**src/rtl/core/alsdp_pkg.sv**
```systemverilog
// Shared types, constants and helpers for the two-line assembly-line scheduler.
// No dependencies; every module of the block imports this package.
`timescale 1ns / 1ps

package alsdp_pkg;

    localparam int COST_W    = 16;
    localparam int TIME_W    = 24;
    localparam int STATION_W = 6;
    localparam int CFG_IDX_W = 2;

    // Configuration register indexes
    typedef enum logic [CFG_IDX_W-1:0] {
        REG_ENTRY_LINE0 = 2'd0,
        REG_ENTRY_LINE1 = 2'd1,
        REG_EXIT_LINE0  = 2'd2,
        REG_EXIT_LINE1  = 2'd3
    } cfg_reg_t;

    // Control sequencer states
    typedef enum logic [1:0] {
        ST_IDLE,
        ST_LOAD,
        ST_TRACE
    } trace_state_t;

    // What one lane found for its line at the current station
    typedef struct packed {
        logic [TIME_W-1:0] best;
        logic              from_other;
    } lane_result_t;

    // Best exit over both lines
    typedef struct packed {
        logic [TIME_W-1:0] total;
        logic              line;
    } exit_choice_t;

    // Add two times and clamp at the largest 24-bit value
    function automatic logic [TIME_W-1:0] sat_add(input logic [TIME_W-1:0] a,
                                                  input logic [TIME_W-1:0] b);
        logic [TIME_W:0] s;
        s = {1'b0, a} + {1'b0, b};
        return s[TIME_W] ? {TIME_W{1'b1}} : s[TIME_W-1:0];
    endfunction

endpackage

```
**src/rtl/core/alsdp_lane.sv**
```systemverilog
// One line's step of the scheduling recurrence: stay on this line or move over.
// Depends on alsdp_pkg for sat_add and lane_result_t.
`timescale 1ns / 1ps

module alsdp_lane
    import alsdp_pkg::*;
(
    input  logic [TIME_W-1:0] own_best,
    input  logic [TIME_W-1:0] other_best,
    input  logic [COST_W-1:0] switch_cost,
    input  logic [COST_W-1:0] station_cost,
    output lane_result_t      result
);

    logic [TIME_W-1:0] stay_time;
    logic [TIME_W-1:0] move_time;

    // Form both candidate times
    always_comb
    begin
        stay_time = sat_add(own_best, TIME_W'(station_cost));
        move_time = sat_add(sat_add(other_best, TIME_W'(switch_cost)),
                            TIME_W'(station_cost));
    end

    // Pick the cheaper one; a tie stays on this line
    always_comb
    begin
        result.from_other = (stay_time > move_time);
        result.best       = result.from_other ? move_time : stay_time;
    end

endmodule

```
**src/rtl/core/alsdp_merge.sv**
```systemverilog
// Merge stage: packs both lanes' choices into predecessor bits and picks the exit.
// Depends on alsdp_pkg for lane_result_t, exit_choice_t and sat_add.
`timescale 1ns / 1ps

module alsdp_merge
    import alsdp_pkg::*;
(
    input  lane_result_t      lane0,
    input  lane_result_t      lane1,
    input  logic [TIME_W-1:0] best_line0,
    input  logic [TIME_W-1:0] best_line1,
    input  logic [COST_W-1:0] exit_line0,
    input  logic [COST_W-1:0] exit_line1,
    output logic [1:0]        pred_bits,
    output exit_choice_t      exit_choice
);

    logic [TIME_W-1:0] end_line0;
    logic [TIME_W-1:0] end_line1;

    // Store the predecessor line of each line: bit 0 for line 0, bit 1 for line 1
    always_comb
    begin
        pred_bits[0] = lane0.from_other;
        pred_bits[1] = ~lane1.from_other;
    end

    // Add exit costs and choose; a tie picks line 0
    always_comb
    begin
        end_line0 = sat_add(best_line0, TIME_W'(exit_line0));
        end_line1 = sat_add(best_line1, TIME_W'(exit_line1));
        if (end_line0 <= end_line1)
        begin
            exit_choice.total = end_line0;
            exit_choice.line  = 1'b0;
        end
        else
        begin
            exit_choice.total = end_line1;
            exit_choice.line  = 1'b1;
        end
    end

endmodule

```
**src/rtl/core/assembly_line_schedule_dp_core.sv**
```systemverilog
// Top level of the two-line assembly-line scheduler; uses alsdp_lane, alsdp_merge
// and alsdp_pkg. Station items are taken one per cycle while the block is idle.
// After the last station, the load state fetches the exit choice; then the path
// leaves one result per cycle while result_ready allows, last station first,
// through the result register; input is held off until the last one is loaded.
// Reset clears control, configuration and recurrence registers; the result
// payload and the predecessor memory are not cleared.
`timescale 1ns / 1ps

module assembly_line_schedule_dp_core
    import alsdp_pkg::*;
#(
    parameter int MAX_STATIONS = 32
)
(
    input  logic                 clk,
    input  logic                 rst_n,

    input  logic                 cfg_valid,
    output logic                 cfg_ready,
    input  logic [CFG_IDX_W-1:0] cfg_index,
    input  logic [COST_W-1:0]    cfg_data,

    input  logic                 item_valid,
    output logic                 item_ready,
    input  logic                 first_station,
    input  logic                 last_station,
    input  logic [COST_W-1:0]    cost_line0,
    input  logic [COST_W-1:0]    cost_line1,
    input  logic [COST_W-1:0]    switch_from_line0,
    input  logic [COST_W-1:0]    switch_from_line1,

    output logic                 result_valid,
    input  logic                 result_ready,
    output logic [STATION_W-1:0] station_index,
    output logic                 chosen_line,
    output logic [TIME_W-1:0]    total_time,
    output logic                 capacity_exceeded,
    output logic                 path_end
);

    localparam int AW = (MAX_STATIONS > 1) ? $clog2(MAX_STATIONS) : 1;
    localparam int CW = $clog2(MAX_STATIONS + 1);

    // Configuration registers
    logic [COST_W-1:0] entry0_reg, entry1_reg, exit0_reg, exit1_reg;

    // Recurrence state
    logic [TIME_W-1:0] best0_reg, best0_next;
    logic [TIME_W-1:0] best1_reg, best1_next;
    logic [CW-1:0]     count_reg, count_next;
    logic              ovf_reg, ovf_next;

    // Traceback state
    trace_state_t      state_reg, state_next;
    logic [AW-1:0]     trace_j_reg, trace_j_next;
    logic              trace_line_reg, trace_line_next;
    logic [TIME_W-1:0] total_reg, total_next;

    // Result register
    logic                 out_valid_reg, out_valid_next;
    logic [STATION_W-1:0] out_index_reg, out_index_next;
    logic                 out_line_reg, out_line_next;
    logic [TIME_W-1:0]    out_total_reg, out_total_next;
    logic                 out_ovf_reg, out_ovf_next;
    logic                 out_end_reg, out_end_next;

    // Predecessor memory
    logic [1:0]    pred_mem [MAX_STATIONS];
    logic [1:0]    rdata_reg;
    logic [AW-1:0] rd_addr;
    logic          wr_en;
    logic [AW-1:0] wr_addr;
    logic [1:0]    wr_data;

    // Datapath wires
    lane_result_t  lane0_res, lane1_res;
    logic [1:0]    pred_bits;
    exit_choice_t  exit_choice;
    logic          item_xfer;
    logic          start_run;
    logic          full;
    logic          emit;

    assign cfg_ready  = 1'b1;
    assign item_ready = (state_reg == ST_IDLE);
    assign item_xfer  = item_valid && item_ready;
    assign start_run  = first_station || (count_reg == '0);
    assign full       = (count_reg >= CW'(MAX_STATIONS));
    assign emit       = (state_reg == ST_TRACE) && (!out_valid_reg || result_ready);

    // Line 0 lane: stays on line 0 or arrives from line 1
    alsdp_lane u_lane0 (
        .own_best     (best0_reg),
        .other_best   (best1_reg),
        .switch_cost  (switch_from_line1),
        .station_cost (cost_line0),
        .result       (lane0_res)
    );

    // Line 1 lane: stays on line 1 or arrives from line 0
    alsdp_lane u_lane1 (
        .own_best     (best1_reg),
        .other_best   (best0_reg),
        .switch_cost  (switch_from_line0),
        .station_cost (cost_line1),
        .result       (lane1_res)
    );

    alsdp_merge u_merge (
        .lane0       (lane0_res),
        .lane1       (lane1_res),
        .best_line0  (best0_reg),
        .best_line1  (best1_reg),
        .exit_line0  (exit0_reg),
        .exit_line1  (exit1_reg),
        .pred_bits   (pred_bits),
        .exit_choice (exit_choice)
    );

    // Next state of the sequencer
    always_comb
    begin
        state_next = state_reg;
        unique case (state_reg)
            ST_IDLE:
            begin
                if (item_xfer && last_station)
                begin
                    state_next = ST_LOAD;
                end
            end
            ST_LOAD:
            begin
                state_next = ST_TRACE;
            end
            ST_TRACE:
            begin
                if (emit && (trace_j_reg == '0))
                begin
                    state_next = ST_IDLE;
                end
            end
            default:
            begin
                state_next = ST_IDLE;
            end
        endcase
    end

    // Station update, memory write and traceback outputs
    always_comb
    begin
        best0_next      = best0_reg;
        best1_next      = best1_reg;
        count_next      = count_reg;
        ovf_next        = ovf_reg;
        trace_j_next    = trace_j_reg;
        trace_line_next = trace_line_reg;
        total_next      = total_reg;
        wr_en           = 1'b0;
        wr_addr         = '0;
        wr_data         = '0;
        rd_addr         = trace_j_reg;
        out_valid_next  = out_valid_reg && !result_ready;
        out_index_next  = out_index_reg;
        out_line_next   = out_line_reg;
        out_total_next  = out_total_reg;
        out_ovf_next    = out_ovf_reg;
        out_end_next    = out_end_reg;

        unique case (state_reg)
            ST_IDLE:
            begin
                if (item_xfer)
                begin
                    priority if (start_run)
                    begin
                        ovf_next   = 1'b0;
                        best0_next = sat_add(TIME_W'(entry0_reg), TIME_W'(cost_line0));
                        best1_next = sat_add(TIME_W'(entry1_reg), TIME_W'(cost_line1));
                        count_next = CW'(1);
                        wr_en      = 1'b1;
                    end
                    else if (full)
                    begin
                        ovf_next = 1'b1;
                    end
                    else
                    begin
                        best0_next = lane0_res.best;
                        best1_next = lane1_res.best;
                        count_next = count_reg + CW'(1);
                        wr_en      = 1'b1;
                        wr_addr    = count_reg[AW-1:0];
                        wr_data    = pred_bits;
                    end
                    // Close the run: walk back from the last kept station
                    if (last_station)
                    begin
                        trace_j_next = AW'(count_next - CW'(1));
                        count_next   = '0;
                    end
                end
            end
            ST_LOAD:
            begin
                total_next      = exit_choice.total;
                trace_line_next = exit_choice.line;
            end
            ST_TRACE:
            begin
                if (emit)
                begin
                    out_valid_next = 1'b1;
                    out_index_next = STATION_W'(trace_j_reg);
                    out_line_next  = trace_line_reg;
                    out_total_next = total_reg;
                    out_ovf_next   = ovf_reg;
                    out_end_next   = (trace_j_reg == '0);
                    if (trace_j_reg != '0)
                    begin
                        trace_j_next    = trace_j_reg - AW'(1);
                        trace_line_next = rdata_reg[trace_line_reg];
                        rd_addr         = trace_j_reg - AW'(1);
                    end
                end
            end
            default:
            begin
            end
        endcase
    end

    // Write configuration registers
    always_ff @(posedge clk or negedge rst_n)
    begin
        if (!rst_n)
        begin
            entry0_reg <= '0;
            entry1_reg <= '0;
            exit0_reg  <= '0;
            exit1_reg  <= '0;
        end
        else if (cfg_valid && cfg_ready)
        begin
            unique case (cfg_index)
                REG_ENTRY_LINE0: entry0_reg <= cfg_data;
                REG_ENTRY_LINE1: entry1_reg <= cfg_data;
                REG_EXIT_LINE0:  exit0_reg  <= cfg_data;
                REG_EXIT_LINE1:  exit1_reg  <= cfg_data;
            endcase
        end
    end

    // Advance control and recurrence state
    always_ff @(posedge clk or negedge rst_n)
    begin
        if (!rst_n)
        begin
            state_reg      <= ST_IDLE;
            best0_reg      <= '0;
            best1_reg      <= '0;
            count_reg      <= '0;
            ovf_reg        <= 1'b0;
            trace_j_reg    <= '0;
            trace_line_reg <= 1'b0;
            total_reg      <= '0;
            out_valid_reg  <= 1'b0;
        end
        else
        begin
            state_reg      <= state_next;
            best0_reg      <= best0_next;
            best1_reg      <= best1_next;
            count_reg      <= count_next;
            ovf_reg        <= ovf_next;
            trace_j_reg    <= trace_j_next;
            trace_line_reg <= trace_line_next;
            total_reg      <= total_next;
            out_valid_reg  <= out_valid_next;
        end
    end

    // Hold result payload
    always_ff @(posedge clk)
    begin
        out_index_reg <= out_index_next;
        out_line_reg  <= out_line_next;
        out_total_reg <= out_total_next;
        out_ovf_reg   <= out_ovf_next;
        out_end_reg   <= out_end_next;
    end

    // Predecessor memory: one write port, one registered read port
    always_ff @(posedge clk)
    begin
        if (wr_en)
        begin
            pred_mem[wr_addr] <= wr_data;
        end
        rdata_reg <= pred_mem[rd_addr];
    end

    assign result_valid      = out_valid_reg;
    assign station_index     = out_index_reg;
    assign chosen_line       = out_line_reg;
    assign total_time        = out_total_reg;
    assign capacity_exceeded = out_ovf_reg;
    assign path_end          = out_end_reg;

endmodule
```
**config.mk**
```make
export PLATFORM = sky130hd
export DESIGN_NAME = assembly_line_schedule_dp_core
export DESIGN_NICKNAME = d
export VERILOG_FILES = /design/src/rtl/core/alsdp_pkg.sv /design/src/rtl/core/alsdp_lane.sv /design/src/rtl/core/alsdp_merge.sv /design/src/rtl/core/assembly_line_schedule_dp_core.sv
export SDC_FILE = /design/constraint.sdc
export NUM_CORES = 1
export LEC_CHECK = 0
export ABC_AREA = 1
export BUFFER_PORTS_ARGS = -buffer_cell sky130_fd_sc_hd__buf_4
export CAP_MARGIN = 10
export CELL_PAD_IN_SITES_DETAIL_PLACEMENT = 0
export CELL_PAD_IN_SITES_GLOBAL_PLACEMENT = 1
export CORE_AREA = 2 2 227 252
export DETAILED_ROUTE_END_ITERATION = 12
export DIE_AREA = 0 0 229 254
export PLACE_DENSITY = 0.77
export SETUP_SLACK_MARGIN = 0.02
export SLEW_MARGIN = 20
export SYNTH_ARGS = -nofsm -noshare
export SYNTH_HDL_FRONTEND = slang
export SYNTH_SLANG_ARGS = --single-unit
```
**constraint.sdc**
```tcl
create_clock -name clk -period 5.9 [get_ports clk]
set_clock_uncertainty 0.15 [all_clocks]
set_input_delay 1.18 -clock clk [delete_from_list [all_inputs] [get_ports clk]]
set_output_delay 1.18 -clock clk [all_outputs]
set_load 0.01 [all_outputs]
```
# Word level (Yosys, flattened, before mapping)
# Memories as Yosys holds them, arrays and structs flattened. A register that Yosys moved wholly into a read port is not among the register bits.
# Cells that the tools add are included.
# W data, S select, Z words.
[word_totals]
reg_bits = 184
ramBits = 64
inputBits = 89
n_memories = 1
[classes]
add_sub_neg = 13
magnitude_cmp = 5
eq_ne = 12
n_mux = 54
bitwise_logic = 1
reduce_logical = 28
[memory_table]
columns = ["name", "words", "word_bits", "rd", "rd_ports_with_merged_regs", "wr", "line_no", "text"]
rows = [
  ["pred_mem", 32, 2, 1, 1, 1, "assembly_line_schedule_dp_core.sv:69", "logic [1:0] pred_mem [MAX_STATIONS];"],
]
[ops]
columns = ["op", "count"]
rows = [
  ["$mux W24", 16],
  ["$add A24 B16 Y25", 8],
  ["$gt A24 B24 Y1", 2],
  ["$mux W5", 9],
  ["$add A16 B16 Y17", 2],
  ["$mux W6", 5],
  ["$mux W25", 1],
  ["$le A24 B24 Y1", 1],
  ["$mux W1", 14],
  ["$reduce_and A2 Y1", 7],
  ["$mux W2", 6],
  ["$reduce_and A3 Y1", 4],
  ["$ne A2 B1 Y1 const B", 5],
  ["$pmux W5 S2", 1],
  ["$sub A5 B1 Y5 const B", 2],
  ["$add A6 B1 Y6 const B", 1],
  ["$eq A2 B2 Y1 const B", 3],
  ["$ge A6 B6 Y1 const B", 1],
  ["$logic_not A6 Y1", 1],
  ["$pmux W2 S3", 1],
  ["$reduce_bool A2 Y1", 3],
  ["$logic_and A1 B1 Y1", 5],
  ["$logic_not A5 Y1", 1],
  ["$reduce_bool A5 Y1", 1],
  ["8 further kinds", 13],
]

# Depth between registers and ports, before layout
[depth]
ltp_word = 10
mapped_depth = 42
ltp_nobuf = 40

# Modules after synthesis
# Synthesis repeated with hierarchy kept, for this count alone.
[hier_totals]
cells_unflattened = 3707
area_unflattened_um2 = 25141.6
[modules_own_cells]
columns = ["mod", "n_inst", "cells_each", "area_per_inst_um2", "seq_area_each_um2"]
rows = [
  ["assembly_line_schedule_dp_core", 1, 1222, 11818.8, 6726.5],
  ["alsdp_lane at u_lane1", 1, 843, 4662.0, 0.0],
  ["alsdp_lane at u_lane0", 1, 828, 4446.8, 0.0],
  ["alsdp_merge", 1, 814, 4214.0, 0.0],
]

# Worst setup path before layout
# No wires, ideal clock.
[synth_timing]
path_kind = "input to register"
startpoint = "input port switch_from_line0[0]"
endpoint = "memory pred_mem[0][1] (data pin)"
setup_ns = 0.319
arrival_time_ns = 6.694
required_ns = 5.431
path_slack_ns = -1.263
stages = 32
cell_sequence = "ha_1 -> fa_1 -> nand3_1 -> nand3_2 -> nand2_1 -> nand2_2 -> nand2_1 -> nand2_2 -> nand2_2 -> inv_1 -> clkbuf_1 -> or2_2 -> ha_1 -> inv_1 -> o21ai_0 -> nand2_1 -> nand2_1 -> a21oi_1 -> nor2_4 -> nand2_1 -> nor2_1 -> nand2_2 -> buf_6 -> nand3_1 -> inv_1 -> ha_1 -> nand2_1 -> nor4_1 -> nand3_1 -> o21ai_2 -> clkinv_1 -> nor2_2"
[synth_via]
elab_chain_cells = 10
[synth_rtl]
columns = ["item", "line_no", "text"]
rows = [
  ["from (decl)", "assembly_line_schedule_dp_core.sv:30", "input logic [COST_W-1:0] switch_from_line0,"],
  ["$add A24 B16 Y25", "alsdp_pkg.sv:43", "s = {1'b0, a} + {1'b0, b};"],
  ["$mux W24", "alsdp_pkg.sv:44", "return s[TIME_W] ? {TIME_W{1'b1}} : s[TIME_W-1:0];"],
  ["$add A24 B16 Y25", "alsdp_pkg.sv:43", ""],
  ["$mux W24", "alsdp_pkg.sv:44", ""],
  ["$gt A24 B24 Y1", "alsdp_lane.sv:29", "result.from_other = (stay_time > move_time);"],
  ["$not A1 Y1", "alsdp_merge.sv:25", "pred_bits[1] = ~lane1.from_other;"],
  ["$mux W2", "assembly_line_schedule_dp_core.sv:185", "else if (full)"],
  ["$mux W2", "assembly_line_schedule_dp_core.sv:177", "priority if (start_run)"],
  ["$mux W2", "assembly_line_schedule_dp_core.sv:175", "if (item_xfer)"],
  ["$mux W2", "assembly_line_schedule_dp_core.sv:172", "unique case (state_reg)"],
  ["named net wr_data[1]", "assembly_line_schedule_dp_core.sv:74", "logic [1:0] wr_data;"],
  ["to (decl)", "assembly_line_schedule_dp_core.sv:69", ""],
]
# The timed path passes the listed nets, and every way through them passes these cells.

# Worst setup path in the final report
[layout_timing]
startpoint = "input port switch_from_line0[0]"
endpoint = "register best1_reg[17]"
[layout_via]
elab_chain_cells = 8
[layout_rtl]
columns = ["item", "line_no", "text"]
rows = [
  ["$add A24 B16 Y25 *", "alsdp_pkg.sv:43", ""],
  ["$mux W24 *", "alsdp_pkg.sv:44", ""],
  ["$add A24 B16 Y25 *", "alsdp_pkg.sv:43", ""],
  ["$mux W24 *", "alsdp_pkg.sv:44", ""],
  ["$gt A24 B24 Y1", "alsdp_lane.sv:29", ""],
  ["$mux W24 *", "alsdp_lane.sv:30", "result.best = result.from_other ? move_time : stay_time;"],
  ["$mux W24 *", "assembly_line_schedule_dp_core.sv:185", ""],
  ["$mux W24 *", "assembly_line_schedule_dp_core.sv:177", ""],
  ["to (signal assigned)", "assembly_line_schedule_dp_core.sv:275", "best1_reg <= best1_next;"],
  ["to (decl)", "assembly_line_schedule_dp_core.sv:50", "logic [TIME_W-1:0] best1_reg, best1_next;"],
]
# Mark *: on every way between the ends. The rest lies on a longest branch, timed or not. The select of a mux whose other input is x is not followed.
# A chain may end at the register's enable or synchronous reset.

==> flow_metrics.env <==
export IMPL_status="complete, no violations"
export IMPL_layout_commonest_cell="nand2_1"
export IMPL_nets=4154
export IMPL_cts_tree="done"
export IMPL_cp_num_cells=37
export IMPL_drive_gt1_share_pct=24.8
export IMPL_die_height_um=254
export IMPL_initial_core_util_pct=41.6
export IMPL_drc=0
export IMPL_cts_sinks=250
export IMPL_hold_path_class="flip-flop to flip-flop"
export IMPL_crit_path_start="switch_from_line0[0]"
export IMPL_synth_async_reset_ratio_pct=60.8
export IMPL_viasPerCell=5.34
export IMPL_cp_max_fo=6
export IMPL_syn_area_per_cell_um2=6.95
export IMPL_cap_violations=0
export IMPL_slew_headroom_pct=17.7
export IMPL_cp_data_required_time_ns=6.20
export IMPL_core_area_um2=55600
export IMPL_dieArea_um2=58200
export IMPL_final_cell_mix="nand2_1, buf_4, inv_1"
export IMPL_drv_slew=0
export IMPL_cts_htree_levels=1
export IMPL_drt_wirelength_per_cell_um=20.1
export IMPL_gp_congestion=0.996
export IMPL_crit_type="input port to flip-flop"
export IMPL_synth_edf_count=96
export IMPL_post_route_period_util_pct=99.2
export IMPL_cts_root_buffer_cell="clkbuf_16"
export IMPL_worst_slew_pin_slew_ns=1.23
export IMPL_grt_pass1_vias=23400
export IMPL_cts_buffers_inserted=28
export IMPL_rows=91
export IMPL_vias=24500
export IMPL_routed_wl_mm=92.1
export IMPL_hp_start="total_reg[0]"
export IMPL_fin_ws_ns=0.0485
export IMPL_worst_path_buf_inv=7
export IMPL_stdcell_count=4587
export IMPL_min_delay_path_depth=0
export IMPL_clkSlewWorstSetupHoldPaths_ns=0.06
export IMPL_hold_viol_final=0
export IMPL_drt_iter0_markers=1894
export IMPL_largest_register="pred_mem"
export IMPL_antenna_found_initial=8
export IMPL_synth_ff_type="dfrtp_1"
export IMPL_grt_pass1_wl_mm=137
export IMPL_area_delta_synth_final_pct=32.4
export IMPL_synth_area_leaders="dfrtp_1, nand2_1, ha_1"
export IMPL_grt_use_total_pct=30.8
export IMPL_ys_types=56
export IMPL_synth_seq_cells=250
export IMPL_portBuffers=122
export IMPL_crit_top_cell="nand2_2"
export IMPL_holdWs_ns=0.298
export IMPL_rsz0062_at_grt="yes"
export IMPL_grt_max_degree=80
export IMPL_ff2ff_path_depth=36
export IMPL_min_period_ns=5.85
export IMPL_cp_arrival_ns=6.15
export IMPL_synth_seq_area_share_pct=29.1
export IMPL_final_antenna_net_count=0
export IMPL_ioPinCount=125
export IMPL_fmax_mhz=171
export IMPL_synthCells=3327
export IMPL_clockBufferDepth=3
export IMPL_start_kind="input port"
export IMPL_yosysTopAreaCellShare_pct=16.4
export IMPL_netlist_area_um2=23100
export IMPL_place_ws_ns=-1.04
export IMPL_finalSetupViolations=0
export IMPL_place_hpwl_mm=74.1
export IMPL_path_delay_family="simple AND/OR/NAND/NOR gates"
export IMPL_drtPass1Iterations=5
export IMPL_largest_register_ffs=64
export IMPL_cpPeakStageDelay_ns=0.39
export IMPL_critPathCaptureType="flip-flop"
export IMPL_ctsHoldBuffers=0
export IMPL_crit_slowest_cell="fa_2"
export IMPL_die_w_um=229
export IMPL_synth_top_area_cell="dfrtp_1"
export IMPL_synth_warnings=0
export IMPL_placed_cells=4483
export IMPL_synth_fp_nets=3663
export IMPL_r2r_start="best0_reg[0]"
export IMPL_grt_ovfl_total=0
export IMPL_worstSkewPairLatency_ns=0.60
per-layer routing:
layer	up-vias	wire, um	track usage [%]
met5	-	23	0
met1	11500	39400	39.4
met3	174	5530	4.31
met4	4	4280	13.9
met2	780	42900	51.7
li1	12000	-	-
per-stage QoR:
| step | instance area [um2] | TNS [ns] | utilization (%) |
|---|---|---|---|
| 2_1_floorplan | 23500 | -17.05 | - |
| 3_3_place_gp | 27800 | -81.17 | 50.0 |
| 3_5_place_dp | 27800 | -84.80 | 50.0 |
| 4_1_cts | 29300 | 0 | 52.7 |
| 5_1_grt | 30600 | -10.49 | 55.1 |
| 6_report | 30600 | 0 | 55.1 |
layout make-up:
class                           instances  area (um2)
Inverter                              422        1600
Sequential cell                       250        6730
Timing Repair inverter                  1        6.26
Antenna cell                            3        7.51
Timing Repair Buffer                  531        4270
Fill cell                            5461       25000
Clock buffer                           33         751
Multi-Input combinational cell       2584       16100
Tap cell                              744         931
Clock inverter                         19         255
Yosys cell counts (42+ instances only):
| cell type | instances |
|---|---|
| nand2_1 | 910 |
| inv_1 | 406 |
| nor2_1 | 277 |
| a21oi_1 | 257 |
| ha_1 | 237 |
| o21ai_0 | 235 |
| nand3_1 | 191 |
| dfrtp_1 | 152 |
| edfxtp_1 | 96 |
| xor2_1 | 67 |
| or2_2 | 60 |
| o211ai_1 | 49 |
| xnor2_1 | 44 |
| nand4_1 | 42 |
repair_timing:
| action | in CTS | in global routing |
|---|---|---|
| endpoints found under the setup margin | 66 | 112 |
| endpoints found under the hold margin | 0 | 0 |
| setup buffers | 13 | 29 |
| gates resized for setup | 64 | 225 |
| gates cloned | 4 | 5 |
| pin swaps | 34 | 109 |
worst reg2reg max path, delay by kind of cell, from the launching register on:
kind,cells,cell delay (ns)
and+or+nand+nor,21,2.32
buffers and inverters,6,0.56
AOI/OAI and AO/OA,5,0.89
adders and majority gates,4,1.14
DFF,1,0.43
cells by family (layout without fill, tap and decap cells):
kind of cell	after synthesis	count (layout)	share of synthesized area, %
AO/OA/AOI/OAI	643	643	15.4
XOR/XNOR	111	111	4.20
adder cells (fa/ha/maj)	247	247	13.7
buffers and inverters	496	1006	8.46
flip-flops	250	250	29.1
other	2	5	0.0325
AND/OR/NAND/NOR	1578	1581	29.1
worst paths after layout:
kind,slack (ns),endpoint
setup reg to reg,0.28,best1_reg[17]
max in group asynchronous,3.92,best1_reg[2]
hold / removal,0.30,total_time[0]
min in group asynchronous,0.47,total_reg[7]
setup / recovery,0.05,best1_reg[17]
hold reg to reg,0.30,total_time[0]
Power is left out: the tool's default activity adds up to more than one toggle a clock period on the data nets, which glitch-free logic cannot reach.
